===== src/hdl/rwts_fifo.sv =====
module rwts_fifo #(
  parameter int WIDTH = 8,
  parameter int DEPTH = 2
) (
  input  logic                       clk_i,
  input  logic                       rst_ni,
  input  logic                       push_i,
  input  logic [WIDTH-1:0]           wdata_i,
  input  logic                       pop_i,
  output logic [WIDTH-1:0]           rdata_o,
  output logic                       empty_o,
  output logic                       full_o,
  output logic [$clog2(DEPTH+1)-1:0] count_o
);

  localparam int PW = (DEPTH > 1) ? $clog2(DEPTH) : 1;
  localparam int CW = $clog2(DEPTH + 1);

  logic [WIDTH-1:0] mem_q [DEPTH];
  logic [PW-1:0]    wr_ptr_q, wr_ptr_d, rd_ptr_q, rd_ptr_d;
  logic [CW-1:0]    count_q, count_d;
  logic             do_push, do_pop;

  always_comb begin
    do_push  = push_i && (count_q != CW'(DEPTH));
    do_pop   = pop_i && (count_q != '0);
    wr_ptr_d = wr_ptr_q;
    rd_ptr_d = rd_ptr_q;
    if (do_push) begin
      wr_ptr_d = (wr_ptr_q == PW'(DEPTH - 1)) ? '0 : wr_ptr_q + 1'b1;
    end
    if (do_pop) begin
      rd_ptr_d = (rd_ptr_q == PW'(DEPTH - 1)) ? '0 : rd_ptr_q + 1'b1;
    end
    count_d = count_q + CW'(do_push) - CW'(do_pop);
  end

  always_ff @(posedge clk_i or negedge rst_ni) begin
    if (!rst_ni) begin
      wr_ptr_q <= '0;
      rd_ptr_q <= '0;
      count_q  <= '0;
    end else begin
      wr_ptr_q <= wr_ptr_d;
      rd_ptr_q <= rd_ptr_d;
      count_q  <= count_d;
    end
  end

  always_ff @(posedge clk_i) begin
    if (do_push) begin
      mem_q[wr_ptr_q] <= wdata_i;
    end
  end

  assign rdata_o = mem_q[rd_ptr_q];
  assign empty_o = (count_q == '0);
  assign full_o  = (count_q == CW'(DEPTH));
  assign count_o = count_q;

endmodule


===== config.mk =====
export PLATFORM = sky130hd
export DESIGN_NAME = rwts_fifo
export DESIGN_NICKNAME = d
export VERILOG_FILES = /design/src/hdl/rwts_fifo.sv
export SDC_FILE = /design/constraint.sdc
export NUM_CORES = 1
export LEC_CHECK = 0
export BUFFER_PORTS_ARGS = -buffer_cell sky130_fd_sc_hd__buf_2
export CAP_MARGIN = 10
export CORE_MARGIN = 2
export CORE_UTILIZATION = 41
export CTS_BUF_LIST = sky130_fd_sc_hd__clkbuf_8
export CTS_CLUSTER_DIAMETER = 60
export DETAILED_ROUTE_END_ITERATION = 8
export PLACE_DENSITY = 0.66
export SLEW_MARGIN = 10
export SYNTH_ARGS = -nofsm -noshare
export SYNTH_HDL_FRONTEND = slang
export SYNTH_SLANG_ARGS = --single-unit
export TNS_END_PERCENT = 1

===== constraint.sdc =====
create_clock -name clk_i -period 1.5 [get_ports clk_i]
set_input_delay 0.15 -clock clk_i [delete_from_list [all_inputs] [get_ports clk_i]]
set_output_delay 0.15 -clock clk_i [all_outputs]
set_load 0.02 [all_outputs]

# Word level (Yosys, flattened, before mapping)
# Memories as Yosys holds them, arrays and structs flattened.
# Cells that the tools add are included.
# word_totals
ram_bits,16
inputBits,12
out_inout_bits,12
regBits,4
n_memories,1
# memory_table
name,words,width,read_ports,rd_clocked_by_memory_dff,wr,line,source
mem_q,2,8,1,0,1,19,logic [WIDTH-1:0] mem_q [DEPTH];
# classes
n_mux,4
addsub,4
n_reduce_logical,4
eq_ne,2
# ops
cell,count
$mux 1,4
$add 1x1->1 const B,2
$add 2x1->2,1
$eq 2x2->1 const B,1
$logic_and 1x1->1,2
$logic_not 2->1,1
$ne 2x2->1 const B,1
$reduce_bool 2->1,1
$sub 2x1->2,1

# Logic depth before layout (Yosys ltp)
# Gate-level depths: netlist of the first run.
# depth
ltp_word,4
depth_mapped,7
depth_no_buf,7

# Worst setup path before layout of the first run
# Ideal clock, no wire load.
# synth_timing
path_kind,register -> register
from,reg count_q[1] (netlist: count_o[1])
to,reg count_q[1] (netlist: count_o[1])
setup_ns,0.131
t_required_ns,1.369
stages_incl_launch_ff,8
path_buffers,0
period_less_slack_ns,1.812
slack_ns,-0.312
arrival_ns,1.681
cell_sequence,dfrtp_1 -> nor2_1 -> nor2b_2 -> ha_1 -> inv_1 -> ha_1 -> xnor2_1 -> xnor2_1
# synth_via
word_cells_on_any_way,6
# synth_rtl
item,line,source
"start, declared",21,"logic [CW-1:0] count_q, count_d;"
"start signal, assigned",46,count_q <= count_d;
$reduce_bool 2->1,26,do_pop = pop_i && (count_q != '0);
$logic_and 1x1->1,26,
named net do_pop,22,"logic do_push, do_pop;"
$sub 2x1->2,35,count_d = count_q + CW'(do_push) - CW'(do_pop);
named net count_d[1],21,
# The timed path passes the listed nets, and every way through them passes these cells.
# A chain may end at the register's enable or synchronous reset.

# Worst setup path after layout of the first run
# Same ends and word-level chain as after synthesis.

==> impl_metrics.env, run 1 <==
export IMPL_clock_path_buffers=2
export IMPL_syn_avg_cell_area_sq_um=18.0
export IMPL_cp_required_ns=1.64
export IMPL_cts_tree="done"
export IMPL_highest_signal_layer="met4"
export IMPL_portBuffers=23
export IMPL_overflow=0
export IMPL_drtIter0Drc=1
export IMPL_first_pass_iters=4
export IMPL_ys_seq_area_share_pct=74.8
export IMPL_critical_path_class="reg -> reg"
export IMPL_synth_area_leaders="edfxtp_1 62%, dfrtp_1 13%, mux2_2 12%"
export IMPL_slew_violations=0
export IMPL_switchingPower_mw=0.795
export IMPL_first_global_vias=453
export IMPL_final_core_util_pct=64.3
export IMPL_io_pins=24
export IMPL_synth_top_area_share_pct=61.9
export IMPL_wl_met1_um=452
export IMPL_h_tree_depth=1
export IMPL_path_clk_slew_ns=0.07
export IMPL_grt_max_degree=13
export IMPL_antenna_cells=0
export IMPL_placed_area_sq_um=960
export IMPL_numCtsBuffers=3
export IMPL_setup_tns_ns=0
export IMPL_yosys_warnings=0
export IMPL_cts_root_buf="clkbuf_8"
export IMPL_core_sq_um=1750
export IMPL_power_per_cell_area_nw_per_um2=2170
export IMPL_finalWirelength_mm=1.32
export IMPL_antenna_left=0
export IMPL_stdcell_area_sq_um=1120
export IMPL_syn_num_nets=57
export IMPL_start_util_pct=44.4
export IMPL_clkPwrFrac_pct=21.2
export IMPL_drv_cap=0
export IMPL_leakagePower_nw=0.470
export IMPL_layout_nets=93
export IMPL_die_area_sq_um=2260
export IMPL_vias=464
export IMPL_drc_errors=0
export IMPL_die_h_um=47.5
export IMPL_wl_per_cell_um=12.8
export IMPL_finalHoldViolCount=0
export IMPL_cts_sinks=20
export IMPL_fin_crit_sh_pct=98.9
export IMPL_p_seq_share_pct=37.9
export IMPL_fillers=130
export IMPL_netlist_area_sq_um=776
export IMPL_clock_latency_ns=0.25
export IMPL_netlist_instances=43
export IMPL_antenna_found_initial=0
export IMPL_grt_total_usage_pct=12.4
export IMPL_path_max_fanout=4
export IMPL_syn_to_final_growth_pct=44.7
export IMPL_setup_viol=0
export IMPL_netlist_cell_type_count=13
export IMPL_slew_limit_headroom_pct=85.5
export IMPL_p_total_mw=2.44
export IMPL_worst_slew_pin_slew_ns=0.218
export IMPL_status="finished, final reports clean"
export IMPL_via_per_inst=4.50
export IMPL_row_count=15
export IMPL_skew_ns=0.00499
export IMPL_r2r_setup_slack_ns=0.02
export IMPL_wl_met2_um=775
export IMPL_cp_end_kind="flip-flop"
export IMPL_worst_hold_path_type="in -> reg"
export IMPL_die_x_um=47.5
export IMPL_wl_met3_um=69
export IMPL_grt_pass1_wl_mm=1.78
export IMPL_rsz0062_at_grt="true"
export IMPL_switching_share_pct=32.6
export IMPL_place_congestion=0.678
export IMPL_intPower_mw=1.64
export IMPL_place_hpwl_um=896
export IMPL_yosysTopAreaCell="edfxtp_1"
export IMPL_p_comb_share_pct=40.9
export IMPL_worstPathArrival_ns=1.63
export IMPL_synth_seq_cells=20
export IMPL_drive_above_1_share_pct=69.2
export IMPL_fmax_ghz=0.674
export IMPL_min_period_ns=1.48
export IMPL_startpoint_type="flip-flop"
export IMPL_vdd_drop_max_mv=1.33
## final cells by class
type | count | area (sq um) | area share, %
flip-flops and latches | 20 | 584 | 52.1
multi-input cells | 20 | 243 | 21.6
repair buffers | 32 | 185 | 16.5
clock buffers | 3 | 41.3 | 3.68
well taps | 25 | 31.3 | 2.79
clock inverters | 1 | 30.0 | 2.68
inverters | 2 | 7.51 | 0.669
## sequential cells by signal, summed over array words and instances (netlist names)
name	cells
rd_ptr_q	1
count_o	2
mem_q	16
wr_ptr_q	1
## logic make-up (layout without fill, tap and decap cells)
family | after synthesis | count (layout) | synth area share [%]
multiplexers | 8 | 8 | 11.6
buffers and inverters | 3 | 38 | 1.61
XOR/XNOR | 4 | 4 | 4.52
AND/OR/NAND/NOR | 6 | 6 | 4.19
adder cells (fa/ha/maj) | 2 | 2 | 3.23
flip-flops | 20 | 20 | 74.8
## Yosys cell counts, drive strengths merged
cell	instances
nand2b	1
mux2	8
dfrtp	4
nor2	2
xnor2	3
edfxtp	16
inv	2
xor2	1
and3	1
ha	2
nand2	1
buf	1
nor2b	1
## metal layers
| metal | track usage [%] | vias up |
|---|---|---|
| li1 | - | 224 |
| met1 | 12.9 | 222 |
| met2 | 21.6 | 14 |
| met3 | 3.40 | 4 |
| met4 | 8.33 | 0 |
| met5 | 0 | - |
## final timing paths
path                       startpoint     endpoint  cells past startpoint
setup / recovery           count_o[1]   count_o[1]                      7
hold / removal             wdata_i[7]  mem_q[0][7]                      1
setup reg to reg           count_o[1]   count_o[1]                      7
hold reg to reg              wr_ptr_q     wr_ptr_q                      1
max in group asynchronous      rst_ni     rd_ptr_q                      2
min in group asynchronous      rst_ni   count_o[0]                      2
## layout by cell type, fill, tap and decap left out, types with 2 or more instances in the layout
cell type / count
xnor2_1: 2
ha_4: 2
clkbuf_8: 3
buf_4: 8
mux2_2: 8
buf_2: 23
dfrtp_2: 3
edfxtp_1: 16
## power by group through the flow
stage | clock network (mW) | logic, mW | registers, mW
2_1_floorplan | 0 | 0.552 | 0.894
3_3_place_gp | 0 | 0.794 | 0.913
3_5_place_dp | 0 | 0.801 | 0.920
4_1_cts | 0.532 | 0.848 | 0.919
5_1_grt | 0.555 | 1.08 | 0.948
6_report | 0.517 | 0.997 | 0.924
## critical path: stages (launching register included)
cell and delay (ns):
dfrtp_2 0.46, nor2_4 0.16, nor2b_4 0.06, ha_4 0.26, inv_2 0.04, ha_4 0.15
xnor2_2 0.13, xnor2_1 0.12
## metrics by stage
step	worst slack [ns]	hold slack [ns]	instances
floorplan	-0.0687	-0.146	43
global placement	0.0390	-0.0365	94
detailed placement	-0.00970	-0.0357	94
CTS	0.00412	0.0761	99
global route	-0.0534	0.0703	103
finish	0.0164	0.0824	103
## what timing repair did
action,in CTS,in global routing
hold buffers,1,0
gates resized for setup,3,6
setup buffers,0,4
pin swaps,0,4
hold endpoints to repair,4,0
setup endpoints to repair,9,1
(Power assumes the default switching activity.)
==> inputs of run 2 (changes only) <==
--- a/config.mk
+++ b/config.mk
@@ -9,7 +9,6 @@
 export CAP_MARGIN = 10
 export CORE_MARGIN = 2
 export CORE_UTILIZATION = 41
-export CTS_BUF_LIST = sky130_fd_sc_hd__clkbuf_8
 export CTS_CLUSTER_DIAMETER = 60
 export DETAILED_ROUTE_END_ITERATION = 8
 export PLACE_DENSITY = 0.66
==> impl_metrics.env, run 2 (synthesized netlist as in run 1, its figures left out) <==
export IMPL_fillers=136
export IMPL_place_inst=94
export IMPL_drtIter0Drc=4
export IMPL_cts_root_buf="clkbuf_4"
export IMPL_drive_above_1_share_pct=64.1
export IMPL_place_congestion=0.678
export IMPL_status="finished, final reports clean"
export IMPL_grt_max_degree=13
export IMPL_core_sq_um=1750
export IMPL_antenna_left=0
export IMPL_critPathTopFamily="flip-flops"
export IMPL_portBuffers=23
export IMPL_path_clk_slew_ns=0.11
export IMPL_largest_register="mem_q"
export IMPL_numCtsBuffers=3
export IMPL_crit_buf_inv=1
export IMPL_grt_total_usage_pct=12.8
export IMPL_row_count=15
export IMPL_antenna_found_initial=0
export IMPL_critical_path_class="reg -> reg"
export IMPL_worstPathArrival_ns=1.68
export IMPL_vdd_drop_max_mv=1.17
export IMPL_finalHoldViolCount=0
export IMPL_setup_viol=0
export IMPL_finalWirelength_mm=1.23
export IMPL_start_util_pct=44.4
export IMPL_worst_slew_pin_slew_ns=0.207
export IMPL_first_pass_iters=4
export IMPL_die_area_sq_um=2260
export IMPL_via_per_inst=4.50
export IMPL_setup_tns_ns=0
export IMPL_clock_path_buffers=2
export IMPL_cts_tree="done"
export IMPL_overflow=0
export IMPL_syn_to_final_growth_pct=37.6
export IMPL_startpoint_type="flip-flop"
export IMPL_skew_ns=0.00105
export IMPL_vias=463
export IMPL_min_period_ns=1.49
export IMPL_slew_limit_headroom_pct=86.2
export IMPL_cp_end_kind="flip-flop"
export IMPL_path_max_fanout=4
export IMPL_cts_sinks=20
export IMPL_cp_required_ns=1.69
export IMPL_layout_nets=93
export IMPL_io_pins=24
export IMPL_clock_latency_ns=0.29
export IMPL_slew_violations=0
export IMPL_slowest_stage="dfrtp_2"
export IMPL_die_x_um=47.5
export IMPL_place_hpwl_um=896
export IMPL_first_global_vias=455
export IMPL_cp_cell_sequence="nand2b_1 > nand2_1 > ha_1 > inv_1 > ha_2 > xnor2_2 > xnor2_1"
export IMPL_worst_hold_path_type="in -> reg"
export IMPL_leakagePower_nw=0.453
export IMPL_power_per_cell_area_nw_per_um2=2110
export IMPL_die_h_um=47.5
export IMPL_fin_crit_sh_pct=99.2
export IMPL_final_common_cell="buf_2"
export IMPL_max_stage_delay_ns=0.46
export IMPL_h_tree_depth=1
export IMPL_drv_cap=0
export IMPL_mostFrequentLayoutCells="22 x buf_2, 16 x edfxtp_1, 9 x buf_4"
export IMPL_rsz0062_at_grt="true"
export IMPL_drc_errors=0
export IMPL_instances_no_fill=103
export IMPL_fmax_ghz=0.672
export IMPL_antenna_cells=0
export IMPL_largest_reg_flops=16
export IMPL_wl_per_cell_um=11.9
export IMPL_grt_pass1_wl_mm=1.86
[run 2: cell counts in the layout (fill, tap and decap cells not counted)]
No cell type changed its count.
[run 2: per-stage QoR]
stage | utilization (%) | hold WS [ns] | total power, mW | worst slack, ns | area (sq um)
floorplan | - | -0.146 | 1.45 | -0.0687 | 788
global placement | 55.0 | -0.0365 | 1.71 | 0.0390 | 960
CTS | 60.4 | 0.0192 | 2.24 | 0.00341 | 1050
finish | 61.1 | 0.0353 | 2.25 | 0.0122 | 1070
global route | 61.1 | 0.0114 | 2.39 | -0.109 | 1070
detailed placement | 55.0 | -0.0357 | 1.72 | -0.00970 | 960
[run 2: report_power, final]
part           internal (mW)  switching, mW  leakage, nW
clock network          0.270          0.157       0.0279
logic                  0.464          0.460        0.233
registers              0.784          0.116        0.192
total                   1.52          0.732        0.453
[run 2: layer usage]
metal	vias up	track usage, %	wire, um
met5	-	0	0
met4	0	6.67	14
met3	2	3.40	72
met2	14	22.7	659
met1	220	13.9	479
li1	227	-	-
[run 2: worst paths after layout]
path                            depth (start not counted)  slack [ns]     endpoint        from
worst max-delay path                                    7        0.01   count_o[1]  count_o[1]
worst min-delay path                                    1        0.04  mem_q[0][7]  wdata_i[7]
worst max register to register                          7        0.01   count_o[1]  count_o[1]
worst min register to register                          1        0.50     wr_ptr_q    wr_ptr_q
max in group asynchronous                               2        1.18     rd_ptr_q      rst_ni
min in group asynchronous                               2        0.18   count_o[1]      rst_ni
[run 2: repair_timing]
action,in CTS,in global routing
buffers inserted,3,1
setup endpoints to repair,9,9
hold buffers,1,0
hold endpoints to repair,4,0
gates resized for setup,2,2
pin swaps,2,1
[run 2: final cells by class]
class | instances | area [sq um] | share of cell area (%)
inverter | 2 | 7.51 | 0.703
sequential | 20 | 584 | 54.7
timing repair buffer | 32 | 188 | 17.6
clock inverter | 1 | 30.0 | 2.81
tap | 25 | 31.3 | 2.93
multi-input combinational | 20 | 204 | 19.1
clock buffer | 3 | 22.5 | 2.11
==> inputs of run 3 (changes only) <==
--- a/config.mk
+++ b/config.mk
@@ -7,11 +7,11 @@
 export LEC_CHECK = 0
 export BUFFER_PORTS_ARGS = -buffer_cell sky130_fd_sc_hd__buf_2
 export CAP_MARGIN = 10
-export CORE_MARGIN = 2
 export CORE_UTILIZATION = 41
 export CTS_CLUSTER_DIAMETER = 60
 export DETAILED_ROUTE_END_ITERATION = 8
 export PLACE_DENSITY = 0.66
+export SETUP_SLACK_MARGIN = 0.1
 export SLEW_MARGIN = 10
 export SYNTH_ARGS = -nofsm -noshare
 export SYNTH_HDL_FRONTEND = slang
==> impl_metrics.env, run 3 (synthesized netlist as in run 1, its figures left out) <==
export IMPL_status="finished, final reports clean"
export IMPL_portBuffers=23
export IMPL_finalHoldViolCount=0
export IMPL_start_util_pct=44.4
export IMPL_drv_cap=0
export IMPL_skew_ns=0.0145
export IMPL_slowest_stage="dfrtp_2"
export IMPL_numCtsBuffers=3
export IMPL_drc_errors=0
export IMPL_vias=472
export IMPL_first_global_vias=410
export IMPL_drtIter0Drc=5
export IMPL_wl_per_cell_um=11.3
export IMPL_clock_latency_ns=0.29
export IMPL_instances_no_fill=102
export IMPL_path_max_fanout=4
export IMPL_largest_register="mem_q"
export IMPL_drive_above_1_share_pct=64.9
export IMPL_finalWirelength_mm=1.15
export IMPL_antenna_left=0
export IMPL_critical_path_class="reg -> reg"
export IMPL_power_per_cell_area_nw_per_um2=2140
export IMPL_place_congestion=0.604
export IMPL_antenna_cells=0
export IMPL_final_core_util_pct=64.2
export IMPL_layout_nets=92
export IMPL_first_pass_iters=2
export IMPL_rsz0062_at_grt="true"
export IMPL_leakagePower_nw=0.483
export IMPL_fillers=146
export IMPL_overflow=0
export IMPL_setup_tns_ns=0
export IMPL_cts_sinks=20
export IMPL_largest_reg_flops=16
export IMPL_place_inst=92
export IMPL_antenna_found_initial=0
export IMPL_die_x_um=45.5
export IMPL_min_period_ns=1.46
export IMPL_core_sq_um=1750
export IMPL_clock_path_buffers=2
export IMPL_worstPathArrival_ns=1.66
export IMPL_row_count=15
export IMPL_fmax_ghz=0.684
export IMPL_max_stage_delay_ns=0.43
export IMPL_startpoint_type="flip-flop"
export IMPL_cp_required_ns=1.70
export IMPL_cp_cell_sequence="nand2b_4 > nand2_1 > ha_1 > inv_1 > ha_2 > xnor2_2 > xnor2_1"
export IMPL_grt_total_usage_pct=12.1
export IMPL_cp_end_kind="flip-flop"
export IMPL_via_per_inst=4.63
export IMPL_mostFrequentLayoutCells="16 x buf_2, 16 x edfxtp_1, 8 x buf_4"
export IMPL_p_total_mw=2.40
export IMPL_r2r_setup_slack_ns=0.04
export IMPL_grt_pass1_wl_mm=1.70
export IMPL_path_clk_slew_ns=0.12
export IMPL_slew_limit_headroom_pct=73.9
export IMPL_worst_hold_path_type="in -> reg"
export IMPL_place_hpwl_um=776
export IMPL_grt_max_degree=13
export IMPL_syn_to_final_growth_pct=44.4
export IMPL_fin_ws_ns=0.0388
export IMPL_cts_root_buf="clkbuf_4"
export IMPL_h_tree_depth=1
export IMPL_worst_slew_pin_slew_ns=0.391
export IMPL_vdd_drop_max_mv=1.19
export IMPL_fin_crit_sh_pct=97.4
export IMPL_setup_viol=0
export IMPL_die_area_sq_um=2070
export IMPL_die_h_um=45.5
export IMPL_slew_violations=0
export IMPL_io_pins=24
export IMPL_cts_tree="done"
export IMPL_place_ws_ns=0.0124
## run 3: timing repair
item,4_1_cts,5_1_grt
hold buffers,1,0
setup buffers,5,0
resized for setup,3,19
endpoints found under the hold margin,4,0
endpoints found under the setup margin,9,9
pin swaps,4,3
## run 3: layer usage
metal	track usage (%)	routed length, um
met5	0	0
met1	13.9	486
met2	20.3	612
met3	5.16	52
met4	3.64	0
## run 3: path summary, 6_finish.rpt
kind,from,end,depth (start not counted)
worst max register to register,count_o[0],count_o[1],7
max in group asynchronous,rst_ni,count_o[0],2
min in group asynchronous,rst_ni,wr_ptr_q,2
worst max-delay path,count_o[0],count_o[1],7
worst min-delay path,wdata_i[3],mem_q[0][3],1
worst min register to register,wr_ptr_q,wr_ptr_q,1
## run 3: final cells by class
class | count | area, sq um | share of cell area (%)
well taps | 25 | 31.3 | 2.79
clock buffers | 3 | 22.5 | 2.01
repair buffers | 31 | 218 | 19.4
clock inverters | 1 | 30.0 | 2.68
flip-flops and latches | 20 | 584 | 52.2
inverters | 2 | 7.51 | 0.670
multi-input cells | 20 | 226 | 20.2
## run 3: power by group
group	internal [mW]	switching [mW]	total, mW	leakage, nW
sequential	0.785	0.0924	0.877	0.192
clock	0.270	0.153	0.423	0.0279
combinational	0.582	0.518	1.10	0.263
## run 3: per-stage QoR
stage	area, sq um	hold slack (ns)
after floorplan	788	-0.146
after global placement	945	-0.0382
after detailed placement	945	-0.0370
after CTS	1060	0.0206
after global routing	1120	0.0112
final	1120	0.0317
## run 3: critical path: cells and delay by family (launching register included)
family                     cells  cell delay [ns]
and+or+nand+nor                2             0.21
xor gates and xnor gates       2             0.25
buffers and inverters          1             0.04
adders and majority gates      2             0.44
DFF                            1             0.43
