[config.mk]
export PLATFORM = sky130hd
export DESIGN_NAME = rwts_front
export DESIGN_NICKNAME = d
export VERILOG_FILES = /design/src/hdl/rwts_pkg.sv /design/src/hdl/rwts_div.sv /design/src/hdl/rwts_front.sv
export SDC_FILE = /design/constraint.sdc
export NUM_CORES = 2
export LEC_CHECK = 0
export ABC_AREA = 0
export BUFFER_PORTS_ARGS = -buffer_cell sky130_fd_sc_hd__buf_4
export CAP_MARGIN = 10
export CORE_UTILIZATION = 45
export DETAILED_ROUTE_END_ITERATION = 12
export PLACE_DENSITY_LB_ADDON = 0.3
export REMOVE_ABC_BUFFERS = 1
export SKIP_LAST_GASP = 1
export SLEW_MARGIN = 0
export SYNTH_ARGS = -nofsm -noshare
export SYNTH_HDL_FRONTEND = slang
export SYNTH_SLANG_ARGS = --single-unit
[constraint.sdc]
create_clock -name clk_i -period 9.34 [get_ports clk_i]
set_clock_uncertainty 0.05 [all_clocks]
set_input_delay 0.934 -clock clk_i [delete_from_list [all_inputs] [get_ports clk_i]]
set_output_delay 0.934 -clock clk_i [all_outputs]
set_load 0.1 [all_outputs]
[src/hdl/rwts_pkg.sv]
package rwts_pkg;

  localparam int SCREEN_HEIGHT_DEF = 480;
  localparam int TEX_SIZE_DEF      = 64;

  localparam int DATA_W     = 32;
  localparam int MEM_DEPTH  = 16384;
  localparam int ADDR_W     = 14;
  localparam int SLOT_W     = 12;
  localparam int Q10_ONE    = 1024;
  localparam int TEX_IDX_W  = 6;
  localparam int CMDQ_DEPTH = 32;

  typedef enum logic {
    OP_LOAD  = 1'b0,
    OP_SHADE = 1'b1
  } op_e;

  typedef enum logic [1:0] {
    FACE_NORTH = 2'd0,
    FACE_SOUTH = 2'd1,
    FACE_WEST  = 2'd2,
    FACE_EAST  = 2'd3
  } face_e;

  typedef struct packed {
    op_e         operation;
    face_e       face;
    logic [11:0] texel_index;
    logic [31:0] texel_value;
    logic [19:0] distance;
    logic [19:0] hit_x;
    logic [19:0] hit_y;
    logic [9:0]  column;
    logic [9:0]  row;
  } in_item_t;

  typedef struct packed {
    logic [9:0]  pixel_column;
    logic [9:0]  pixel_row;
    logic [31:0] pixel_color;
    logic        visible;
  } out_item_t;

  // Item as it travels down the front pipeline.
  typedef struct packed {
    op_e                  op;
    face_e                face;
    logic [11:0]          texel_index;
    logic [31:0]          texel_value;
    logic [9:0]           column;
    logic [9:0]           row;
    logic [TEX_IDX_W-1:0] texcol;
    logic                 visible;
  } front_side_t;

  // Memory command handed from the front to the back.
  typedef struct packed {
    op_e               op;
    logic [ADDR_W-1:0] addr;
    logic [DATA_W-1:0] wdata;
    logic [9:0]        column;
    logic [9:0]        row;
    logic              visible;
  } cmd_t;

endpackage

[src/hdl/rwts_div.sv]
module rwts_div #(
  parameter int NW = 20,
  parameter int DW = 20,
  parameter int QW = 11,
  parameter int SW = 8
) (
  input  logic          clk_i,
  input  logic          rst_ni,
  input  logic          valid_i,
  input  logic [NW-1:0] num_i,
  input  logic [DW-1:0] den_i,
  input  logic [SW-1:0] side_i,
  output logic          valid_o,
  output logic          ovf_o,
  output logic [QW-1:0] quo_o,
  output logic [SW-1:0] side_o
);

  localparam int RW = (NW > DW + QW) ? NW : DW + QW;

  logic          v_q    [QW+1];
  logic          ovf_q  [QW+1];
  logic [RW-1:0] rem_q  [QW+1];
  logic [DW-1:0] den_q  [QW+1];
  logic [QW-1:0] quo_q  [QW+1];
  logic [SW-1:0] side_q [QW+1];

  // First stage: a quotient that needs more than QW bits is flagged here; the
  // remaining stages give a valid quotient only when num < den * 2^QW.
  always_ff @(posedge clk_i or negedge rst_ni) begin
    if (!rst_ni) begin
      v_q[0] <= 1'b0;
    end else begin
      v_q[0] <= valid_i;
    end
  end

  always_ff @(posedge clk_i) begin
    ovf_q[0]  <= RW'(num_i) >= (RW'(den_i) << QW);
    rem_q[0]  <= RW'(num_i);
    den_q[0]  <= den_i;
    quo_q[0]  <= '0;
    side_q[0] <= side_i;
  end

  for (genvar k = 1; k <= QW; k++) begin : g_stage
    logic [RW-1:0] trial;
    logic          ge;

    always_comb begin
      trial = RW'(den_q[k-1]) << (QW - k);
      ge    = rem_q[k-1] >= trial;
    end

    always_ff @(posedge clk_i or negedge rst_ni) begin
      if (!rst_ni) begin
        v_q[k] <= 1'b0;
      end else begin
        v_q[k] <= v_q[k-1];
      end
    end

    always_ff @(posedge clk_i) begin
      ovf_q[k]  <= ovf_q[k-1];
      rem_q[k]  <= ge ? rem_q[k-1] - trial : rem_q[k-1];
      den_q[k]  <= den_q[k-1];
      quo_q[k]  <= quo_q[k-1] | (QW'(ge) << (QW - k));
      side_q[k] <= side_q[k-1];
    end
  end

  assign valid_o = v_q[QW];
  assign ovf_o   = ovf_q[QW];
  assign quo_o   = quo_q[QW];
  assign side_o  = side_q[QW];

endmodule

[src/hdl/rwts_front.sv]
module rwts_front #(
  parameter int SCREEN_HEIGHT = rwts_pkg::SCREEN_HEIGHT_DEF,
  parameter int TEX_SIZE      = rwts_pkg::TEX_SIZE_DEF
) (
  input  logic               clk_i,
  input  logic               rst_ni,
  input  logic               push_i,
  input  rwts_pkg::in_item_t item_i,
  output logic               full_o,
  output logic               cmd_valid_o,
  output rwts_pkg::cmd_t     cmd_o,
  input  logic               cmd_pop_i
);

  import rwts_pkg::*;

  localparam int HALF    = SCREEN_HEIGHT / 2;
  localparam int SIZE_QW = 11;
  localparam int ROW_QW  = $clog2(TEX_SIZE);
  localparam int SIDE_W  = $bits(front_side_t);
  localparam int CRED_W  = $clog2(CMDQ_DEPTH + 1);
  localparam logic [19:0]        SIZE_NUM = 20'(HALF * Q10_ONE);
  localparam logic signed [13:0] HALF_S   = 14'(HALF);
  localparam logic signed [13:0] H_S      = 14'(SCREEN_HEIGHT);

  // Items in the pipeline plus items in the command queue.
  logic [CRED_W-1:0] cred_q, cred_d;
  logic              accept;

  logic [10:0]          frac;
  logic [17:0]          tc_prod;
  logic [TEX_IDX_W-1:0] texcol;

  logic        s0_v_q;
  front_side_t s0_side_q;
  logic [19:0] s0_dist_q;

  logic               d1_v, d1_ovf;
  logic [SIZE_QW-1:0] d1_quo;
  logic [SIDE_W-1:0]  d1_side_w;
  front_side_t        d1_side;

  logic [10:0]        size;
  logic signed [13:0] sz_s, row_s, t_s, top_s, off_s;
  logic               on_slice;
  logic [10:0]        off_c;

  logic        m_v_q;
  front_side_t m_side_q, m_side_d;
  logic [17:0] m_num_q;
  logic [11:0] m_den_q;

  logic              d2_v, d2_ovf;
  logic [ROW_QW-1:0] d2_quo;
  logic [SIDE_W-1:0] d2_side_w;
  front_side_t       d2_side;

  logic [TEX_IDX_W-1:0] texrow;
  logic [SLOT_W-1:0]    slot_pos;

  logic cmd_valid_q;
  cmd_t cmd_q;

  always_comb begin
    accept = push_i && !full_o;
    cred_d = cred_q + CRED_W'(accept) - CRED_W'(cmd_pop_i);
  end

  always_ff @(posedge clk_i or negedge rst_ni) begin
    if (!rst_ni) begin
      cred_q <= '0;
    end else begin
      cred_q <= cred_d;
    end
  end

  assign full_o = (cred_q == CRED_W'(CMDQ_DEPTH));

  // Texture column from the fractional part of the hit coordinate.
  always_comb begin
    unique case (item_i.face)
      FACE_NORTH: frac = {1'b0, item_i.hit_x[9:0]};
      FACE_SOUTH: frac = (item_i.hit_x[9:0] == '0) ? '0 :
                         11'(Q10_ONE) - {1'b0, item_i.hit_x[9:0]};
      FACE_WEST:  frac = {1'b0, item_i.hit_y[9:0]};
      FACE_EAST:  frac = (item_i.hit_y[9:0] == '0) ? '0 :
                         11'(Q10_ONE) - {1'b0, item_i.hit_y[9:0]};
      default:    frac = '0;
    endcase
    tc_prod = 18'(frac) * 18'(TEX_SIZE);
    if (tc_prod[17:10] > 8'(TEX_SIZE - 1)) begin
      texcol = TEX_IDX_W'(TEX_SIZE - 1);
    end else begin
      texcol = tc_prod[10 +: TEX_IDX_W];
    end
  end

  always_ff @(posedge clk_i or negedge rst_ni) begin
    if (!rst_ni) begin
      s0_v_q <= 1'b0;
    end else begin
      s0_v_q <= accept;
    end
  end

  always_ff @(posedge clk_i) begin
    s0_side_q.op          <= item_i.operation;
    s0_side_q.face        <= item_i.face;
    s0_side_q.texel_index <= item_i.texel_index;
    s0_side_q.texel_value <= item_i.texel_value;
    s0_side_q.column      <= item_i.column;
    s0_side_q.row         <= item_i.row;
    s0_side_q.texcol      <= texcol;
    s0_side_q.visible     <= 1'b0;
    s0_dist_q             <= item_i.distance;
  end

  // Slice half-height: (H/2 in Q10) / distance. A zero distance overflows.
  rwts_div #(
    .NW(20),
    .DW(20),
    .QW(SIZE_QW),
    .SW(SIDE_W)
  ) u_size_div (
    .clk_i   (clk_i),
    .rst_ni  (rst_ni),
    .valid_i (s0_v_q),
    .num_i   (SIZE_NUM),
    .den_i   (s0_dist_q),
    .side_i  (s0_side_q),
    .valid_o (d1_v),
    .ovf_o   (d1_ovf),
    .quo_o   (d1_quo),
    .side_o  (d1_side_w)
  );

  assign d1_side = d1_side_w;

  // Visibility and the offset of the row from the top of the slice.
  always_comb begin
    if (d1_ovf || d1_quo > 11'(SCREEN_HEIGHT)) begin
      size = 11'(SCREEN_HEIGHT);
    end else begin
      size = d1_quo;
    end
    sz_s  = $signed({3'b0, size});
    row_s = $signed({4'b0, d1_side.row});
    t_s   = H_S - (sz_s <<< 1);
    // The arithmetic shift rounds down, so a negative value is bumped first to halve toward zero.
    top_s = (t_s + $signed({13'b0, t_s[13]})) >>> 1;
    off_s = row_s - top_s;
    off_c = off_s[13] ? '0 : off_s[10:0];
    on_slice = (size != '0) && (row_s > HALF_S - sz_s) && (row_s < HALF_S + sz_s) &&
               (row_s <= H_S - 14'sd1);
  end

  always_comb begin
    m_side_d         = d1_side;
    m_side_d.visible = (d1_side.op == OP_SHADE) && on_slice;
  end

  always_ff @(posedge clk_i or negedge rst_ni) begin
    if (!rst_ni) begin
      m_v_q <= 1'b0;
    end else begin
      m_v_q <= d1_v;
    end
  end

  always_ff @(posedge clk_i) begin
    m_side_q <= m_side_d;
    m_num_q  <= 18'(off_c) * 18'(TEX_SIZE);
    m_den_q  <= {size, 1'b0};
  end

  rwts_div #(
    .NW(18),
    .DW(12),
    .QW(ROW_QW),
    .SW(SIDE_W)
  ) u_row_div (
    .clk_i   (clk_i),
    .rst_ni  (rst_ni),
    .valid_i (m_v_q),
    .num_i   (m_num_q),
    .den_i   (m_den_q),
    .side_i  (m_side_q),
    .valid_o (d2_v),
    .ovf_o   (d2_ovf),
    .quo_o   (d2_quo),
    .side_o  (d2_side_w)
  );

  assign d2_side = d2_side_w;

  always_comb begin
    if (d2_ovf || 7'(d2_quo) > 7'(TEX_SIZE - 1)) begin
      texrow = TEX_IDX_W'(TEX_SIZE - 1);
    end else begin
      texrow = TEX_IDX_W'(d2_quo);
    end
    slot_pos = SLOT_W'(13'(texrow) * 13'(TEX_SIZE) + 13'(d2_side.texcol));
  end

  always_ff @(posedge clk_i or negedge rst_ni) begin
    if (!rst_ni) begin
      cmd_valid_q <= 1'b0;
    end else begin
      cmd_valid_q <= d2_v;
    end
  end

  always_ff @(posedge clk_i) begin
    cmd_q.op      <= d2_side.op;
    cmd_q.addr    <= (d2_side.op == OP_LOAD) ? {d2_side.face, d2_side.texel_index} :
                                               {d2_side.face, slot_pos};
    cmd_q.wdata   <= d2_side.texel_value;
    cmd_q.column  <= d2_side.column;
    cmd_q.row     <= d2_side.row;
    cmd_q.visible <= d2_side.visible;
  end

  assign cmd_valid_o = cmd_valid_q;
  assign cmd_o       = cmd_q;

endmodule

-- Word level (Yosys, flattened, before mapping)
Memories as Yosys holds them, arrays and structs flattened.
Cells that the tools add are included.
- memories kept: 10
- word-level logic and storage cells: 163
- output and inout port bits: 70
- flip-flop bits (word level): 285
- ROM bits: 0
- input bits: 131
- RAM bits: 2421
- bits in latches: 0
- shift operators: 0
- divide/modulo/power cells: 0
- add/subtract/negate cells: 27
- $mul: 0
- order comparisons: 24
- mux-type cells: 23
- bitwise gates (word level): 17
- equal/unequal tests: 4
- reduce and logical (&&, ||, !) cells: 11
- memories (memory ; words ; width ; read ports ; clocked after Yosys merged registers in ; wr ports ; line ; text):
    u_size_div.side_q ; 12 ; 74 ; 12 ; 0 ; 12 ; rwts_div.sv:26 ; logic [SW-1:0] side_q [QW+1];
    u_row_div.side_q ; 7 ; 74 ; 7 ; 0 ; 7 ; rwts_div.sv:26 ;
    u_size_div.rem_q ; 12 ; 31 ; 11 ; 0 ; 12 ; rwts_div.sv:23 ; logic [RW-1:0] rem_q [QW+1];
    u_size_div.den_q ; 12 ; 20 ; 11 ; 0 ; 12 ; rwts_div.sv:24 ; logic [DW-1:0] den_q [QW+1];
    u_size_div.quo_q ; 12 ; 11 ; 12 ; 0 ; 12 ; rwts_div.sv:25 ; logic [QW-1:0] quo_q [QW+1];
    u_row_div.rem_q ; 7 ; 18 ; 6 ; 0 ; 7 ; rwts_div.sv:23 ;
    4 more memories ; -- ; -- ; -- ; -- ; -- ; -- ;
- operators with widths (cell ; count):
    31-bit 2-to-1 mux ; 11
    18-bit 2-to-1 mux ; 6
    11-bit case mux with 4 select lines ; 1
    11-bit 2-to-1 mux ; 3
    18-bit by 31-bit >= comparator with 1-bit output, first input constant ; 1
    31-bit by 20-bit >= comparator with 1-bit output ; 1
    31-bit by 21-bit >= comparator with 1-bit output ; 1
    31-bit by 22-bit >= comparator with 1-bit output ; 1
    31-bit by 23-bit >= comparator with 1-bit output ; 1
    31-bit by 24-bit >= comparator with 1-bit output ; 1
    31-bit by 25-bit >= comparator with 1-bit output ; 1
    31-bit by 26-bit >= comparator with 1-bit output ; 1
    31-bit by 27-bit >= comparator with 1-bit output ; 1
    31-bit by 28-bit >= comparator with 1-bit output ; 1
    31-bit by 29-bit >= comparator with 1-bit output ; 1
    31-bit by 30-bit >= comparator with 1-bit output ; 1
    31-bit by 20-bit subtractor with 31-bit output ; 1
    31-bit by 21-bit subtractor with 31-bit output ; 1
    31-bit by 22-bit subtractor with 31-bit output ; 1
    31-bit by 23-bit subtractor with 31-bit output ; 1
    31-bit by 24-bit subtractor with 31-bit output ; 1
    31-bit by 25-bit subtractor with 31-bit output ; 1
    31-bit by 26-bit subtractor with 31-bit output ; 1
    31-bit by 27-bit subtractor with 31-bit output ; 1
    58 further kinds ; 65

-- Depth between registers and ports, before layout
An unclocked memory read counts as a cell.
- depth after elaboration: 10
- depth in mapped cells: 19
- mapped depth without buffers: 17

-- By module
Synthesis repeated with hierarchy kept, for this count alone.
- cell total of the unflattened synthesis: 5812
- area total of the unflattened synthesis: 72811.1 um2
- modules (own cells, without submodules) (module ; cells an instance ; area an instance (um2) ; seq. area each (um2) ; times used):
    rwts_div (u_size_div) ; 3872 ; 46020.4 ; 30649.4 ; 1
    rwts_div (u_row_div) ; 1402 ; 19552.5 ; 14709.1 ; 1
    rwts_front ; 538 ; 7238.2 ; 5370.2 ; 1

-- Worst setup path after synthesis
Ideal clock, no wire load.
- kind: register to register
- from: register cred_q[4]
- to: register cred_q[4]
- required time: 9.168 ns
- arrival: 5.029 ns
- cell stages (with the launch flop): 15
- buffers on the path: 0
- period minus slack after synthesis: 5.202 ns
- library setup time: 0.122 ns
- path slack: 4.138 ns
- cells stage by stage: dfrtp_1 > inv_1 > ha_1 > nor4bb_1 > nand2b_1 > ha_1 > inv_1 > ha_1 > inv_1 > fa_1 > inv_1 > a21oi_1 > nor2_1 > nor2_1 > xnor2_1
- word-level cells in the longest chain between the ends: 5
- RTL lines (element ; line ; text):
    from (decl) ; rwts_front.sv:27 ; logic [CRED_W-1:0] cred_q, cred_d;
    from (signal assigned) ; rwts_front.sv:73 ; cred_q <= cred_d;
    6-bit == test ; rwts_front.sv:77 ; assign full_o = (cred_q == CRED_W'(CMDQ_DEPTH));
    net full_o ; rwts_front.sv:9 ; output logic full_o,
    1-bit zero test ; rwts_front.sv:65 ; accept = push_i && !full_o;
    1-bit logical AND ; rwts_front.sv:65 ;
    6-bit by 1-bit adder with 6-bit output ; rwts_front.sv:66 ; cred_d = cred_q + CRED_W'(accept) - CRED_W'(cmd_pop_i);
    6-bit by 1-bit subtractor with 6-bit output ; rwts_front.sv:66 ;
    net cred_d[4] ; rwts_front.sv:27 ;
The timed path passes the listed nets, and every way through them passes these cells.
A chain may end at the register's enable or synchronous reset.

==> flow_metrics.py <==
metrics = {
    "status": {
        "status": "complete, no violations",
    },
    "timing": {
        "layout_worst_path_cycle_share": 0.526,
        "layout_min_cycle_time_ns": 4.91,
        "finalSetupViolations": 0,
        "fin_setup_tns_ns": 0,
        "finalHoldViolCount": 0,
        "fmax_mhz": 204,
        "rsz0062_at_grt": "false",
        "worst_pin_slew_ns": 0.975,
        "drv_slew": 0,
        "relSlewSlack": 0.333,
        "fin_hold_ws_ns": 0.139,
    },
    "min_path": {
        "hold_class": "input pin to flip-flop",
    },
    "cts": {
        "cts_buffer_depth": 3,
        "cts_sinks": 2407,
        "path_clk_slew_ns": 0.06,
        "htree_levels": 4,
        "cts_tree": "done",
        "cts_setup_buffers": 0,
        "cts-root-buf": "clkbuf_16",
        "clk_latency_ns": 0.83,
        "cts_resized": 0,
        "numCtsBuffers": 219,
    },
    "floorplan": {
        "rows": 140,
        "initial_core_util": 0.456,
        "design.core.area_um2": 146000,
        "io_pins": 201,
        "die_area_um2": 150000,
        "die_h_um": 387,
        "die_x_um": 387,
    },
    "synth": {
        "synth-main-ff-cell": "dfxtp_1",
        "ys_seq_area_frac": 0.725,
        "synth_cells": 5251,
        "synth_cell_types": 85,
        "syn_avg_cell_area_um2": 12.7,
        "syn_area_um2": 66700,
        "yosysWarnings": 0,
        "synth_edf_count": 0,
        "async_flop_share": 0.0116,
        "synth-seq-cells": 2407,
    },
    "flow_run": {
        "cap_violations": 0,
    },
    "detailed_routing": {
        "post_drt_via_cell_ratio": 4.50,
        "dr_total_vias": 34700,
        "firstDrtPassIters": 6,
        "initialDrtViolationCount": 1340,
        "drt-total-wl_um": 95300,
        "drc": 0,
        "final_antenna_net_count": 0,
        "wl_per_cell_um": 12.4,
    },
    "pwr": {
        "p_int_uw": 18600,
        "power.share.sequential": 0.477,
        "power.switching_uw": 6350,
        "p_sw_frac": 0.254,
        "power_density_nw_per_um2": 319,
        "power.share.combinational": 0.153,
        "vdd_drop_max_uv": 188,
        "clkPwrFrac": 0.371,
        "p_leak_uw": 0.0346,
    },
    "placement": {
        "gp_congestion": 0.863,
        "io_buffers": 180,
        "dpl.hpwl_um": 65900,
    },
    "worst_setup_path": {
        "path_max_fanout": 13,
        "path_delay_family": "compound AO/OA/AOI/OAI gates",
        "required_ns": 9.91,
        "crit_type": "flip-flop to flip-flop",
        "worstPathArrival_ns": 5.48,
        "cp_common_cell": "o21ai_0",
        "startpoint_type": "flip-flop",
        "ff2ff_setup_slack_ns": 4.43,
        "cp-end-kind": "flip-flop",
        "critical_path.slowest_cell": "a31oi_1",
        "crit_path_max_incr_delay_ns": 0.78,
        "path_cells": "or4_1 > nor2_1 > o21a_1 > and2_1 > inv_1 > ha_1 > inv_1 > ha_1 > nor2b_1 > o21ai_0 > a21boi_0 > o21ai_0 > nand2b_1 > a31oi_1 > o21ai_0 > a31oi_1 > nor2_1",
        "cp.buffers_inverters": 2,
    },
    "cells_and_area": {
        "drive_gt1_frac": 0.110,
        "multiInputGateArea_um2": 16700,
        "antenna_cells": 0,
        "final_net_count": 6053,
        "fillers": 12000,
        "regArea_um2": 48300,
        "area_growth_pct": 17.3,
    },
    "grt": {
        "grt_pass1_vias": 34200,
        "grt_overflow_total": 0,
        "grt_use_total": 0.126,
        "grt_antenna_before_repair": 0,
        "grt_first_pass_wirelength_um": 158000,
        "grt_max_degree": 43,
    },
}
==> synth_stat cells (11+ instances only) <==
| cell type | n | area, µm² |
|---|---|---|
| dfxtp_1 | 2379 | 47600 |
| inv_1 | 376 | 1410 |
| ha_1 | 302 | 3780 |
| nand2_1 | 291 | 1090 |
| a21oi_1 | 238 | 1190 |
| o21ai_0 | 235 | 1180 |
| nor2_1 | 232 | 871 |
| xnor2_1 | 152 | 1330 |
| xor2_1 | 123 | 1080 |
| a21o_1 | 107 | 803 |
| nor3_1 | 69 | 345 |
| nand2b_1 | 55 | 344 |
| nand3_1 | 54 | 270 |
| clkbuf_1 | 51 | 191 |
| nor2b_1 | 50 | 313 |
| nand4_1 | 40 | 250 |
| o21a_1 | 37 | 278 |
| mux2_2 | 31 | 349 |
| a31oi_1 | 29 | 181 |
| nor4_1 | 29 | 181 |
| dfrtp_1 | 28 | 701 |
| o31ai_1 | 25 | 188 |
| and2_1 | 22 | 138 |
| or3_1 | 20 | 125 |
| a211oi_1 | 19 | 143 |
| and3_1 | 16 | 100 |
| fa_1 | 16 | 320 |
| o21bai_1 | 16 | 120 |
| or2_2 | 16 | 100 |
| or4_1 | 12 | 90.1 |
| o211ai_1 | 11 | 82.6 |
==> routing by layer <==
metal / share of wire / track usage / vias to the layer above
li1: - / - / 18100
met1: 0.43 / 0.139 / 15800
met2: 0.49 / 0.224 / 565
met3: 0.040 / 0.0301 / 255
met4: 0.041 / 0.0657 / 0
met5: 0 / 0 / -
==> state kept, by name, indices dropped and copies added (netlist names), 6 cells and up <==
name / cells
u_row_div.v_q: 6
u_row_div.ovf_q: 7
cred_q: 6
u_size_div.rem_q: 255
u_size_div.den_q: 220
u_row_div.side_q: 518
s0_side_q: 73
u_size_div.v_q: 11
u_size_div.quo_q: 66
u_row_div.quo_q: 21
u_row_div.rem_q: 81
m_den_q: 11
s0_dist_q: 20
u_row_div.den_q: 66
cmd_o: 68
u_size_div.ovf_q: 12
m_num_q: 11
u_size_div.side_q: 876
m_side_q: 74
==> power groups by stage <==
stage	sequential [µW]	clock, µW	combinational (µW)
final	11900	9250	3810
after global routing	12000	10000	4310
after global placement	12100	0	3720
after CTS	11900	9560	3820
after floorplan	12100	0	2900
after detailed placement	12100	0	3790
==> cells by family (layout without fill, tap and decap cells) <==
group | count (synthesis) | after routing | synth area share
DFF | 2407 | 2407 | 0.725
and+or+nand+nor | 943 | 943 | 0.0681
AOI/OAI and AO/OA | 827 | 827 | 0.0771
buffers and inverters | 441 | 986 | 0.0253
adders and majority gates | 319 | 319 | 0.0616
xor gates and xnor gates | 275 | 275 | 0.0361
muxes | 38 | 38 | 0.00670
other | 1 | 2 | 0.0000563
==> area by class of cell <==
| cell class | count | share of cell area |
|---|---|---|
| multi-input combinational | 2404 | 0.213 |
| sequential | 2407 | 0.618 |
| tap | 1917 | 0.0307 |
| timing repair buffer | 195 | 0.0188 |
| inverter | 377 | 0.0181 |
| clock buffer | 317 | 0.0808 |
| clock inverter | 97 | 0.0202 |
==> placed cells by master, fill, tap and decap left out, drive strengths merged, types with 10 or more instances in the layout <==
| cell type | n |
|---|---|
| or3 | 20 |
| or2 | 16 |
| clkbuf | 317 |
| nand2b | 55 |
| o21bai | 16 |
| xnor2 | 152 |
| bufinv | 27 |
| o21ai | 241 |
| mux2 | 34 |
| and3 | 16 |
| a31o | 10 |
| dfrtp | 28 |
| a211oi | 19 |
| nor2 | 232 |
| nor3 | 70 |
| a21boi | 10 |
| nand2 | 291 |
| and2 | 22 |
| fa | 16 |
| buf | 194 |
| clkinvlp | 10 |
| inv | 385 |
| o21a | 37 |
| ha | 302 |
| nand4 | 40 |
| nand3 | 54 |
| dfxtp | 2379 |
| a31oi | 29 |
| nor4 | 30 |
| nor2b | 50 |
| xor2 | 123 |
| a21o | 107 |
| a21oi | 238 |
| o31ai | 26 |
| o211ai | 11 |
| or4 | 12 |
| clkinv | 52 |
| a2111oi | 10 |
==> what timing repair did <==
item | 4_1_cts | 5_1_grt
endpoints found under the setup margin | 0 | 0
hold buffers | 1 | 0
hold endpoints to repair | 28 | 0
==> stage by stage <==
stage / power (µW) / area, µm² / instances / utilization / setup WS [ns]
floorplan: 15000 / 66400 / 5188 / - / 4.14
global placement: 15800 / 70300 / 7299 / 0.481 / 4.50
detailed placement: 15900 / 70300 / 7299 / 0.481 / 4.40
CTS: 25300 / 78200 / 7714 / 0.535 / 4.36
finish: 25000 / 78200 / 7714 / 0.535 / 4.43
global route: 26300 / 78200 / 7714 / 0.535 / 3.85
==> final timing paths <==
path	start	end	cells past startpoint
setup reg to reg	u_size_div.quo_q[2][33]$_DFF_P_	m_num_q[16]$_SDFF_PP0_	17
max in group asynchronous	rst_ni	cmd_valid_o$_DFF_PN0_	2
setup / recovery	u_size_div.quo_q[2][33]$_DFF_P_	m_num_q[16]$_SDFF_PP0_	17
min in group asynchronous	rst_ni	cred_q[1]$_DFF_PN0_	2
hold / removal	item_i[104]	s0_side_q[51]$_DFF_P_	1
hold reg to reg	u_row_div.side_q[5][70]$_DFF_P_	u_row_div.side_q[6][70]$_DFF_P_	0
(Power assumes the default switching activity.)
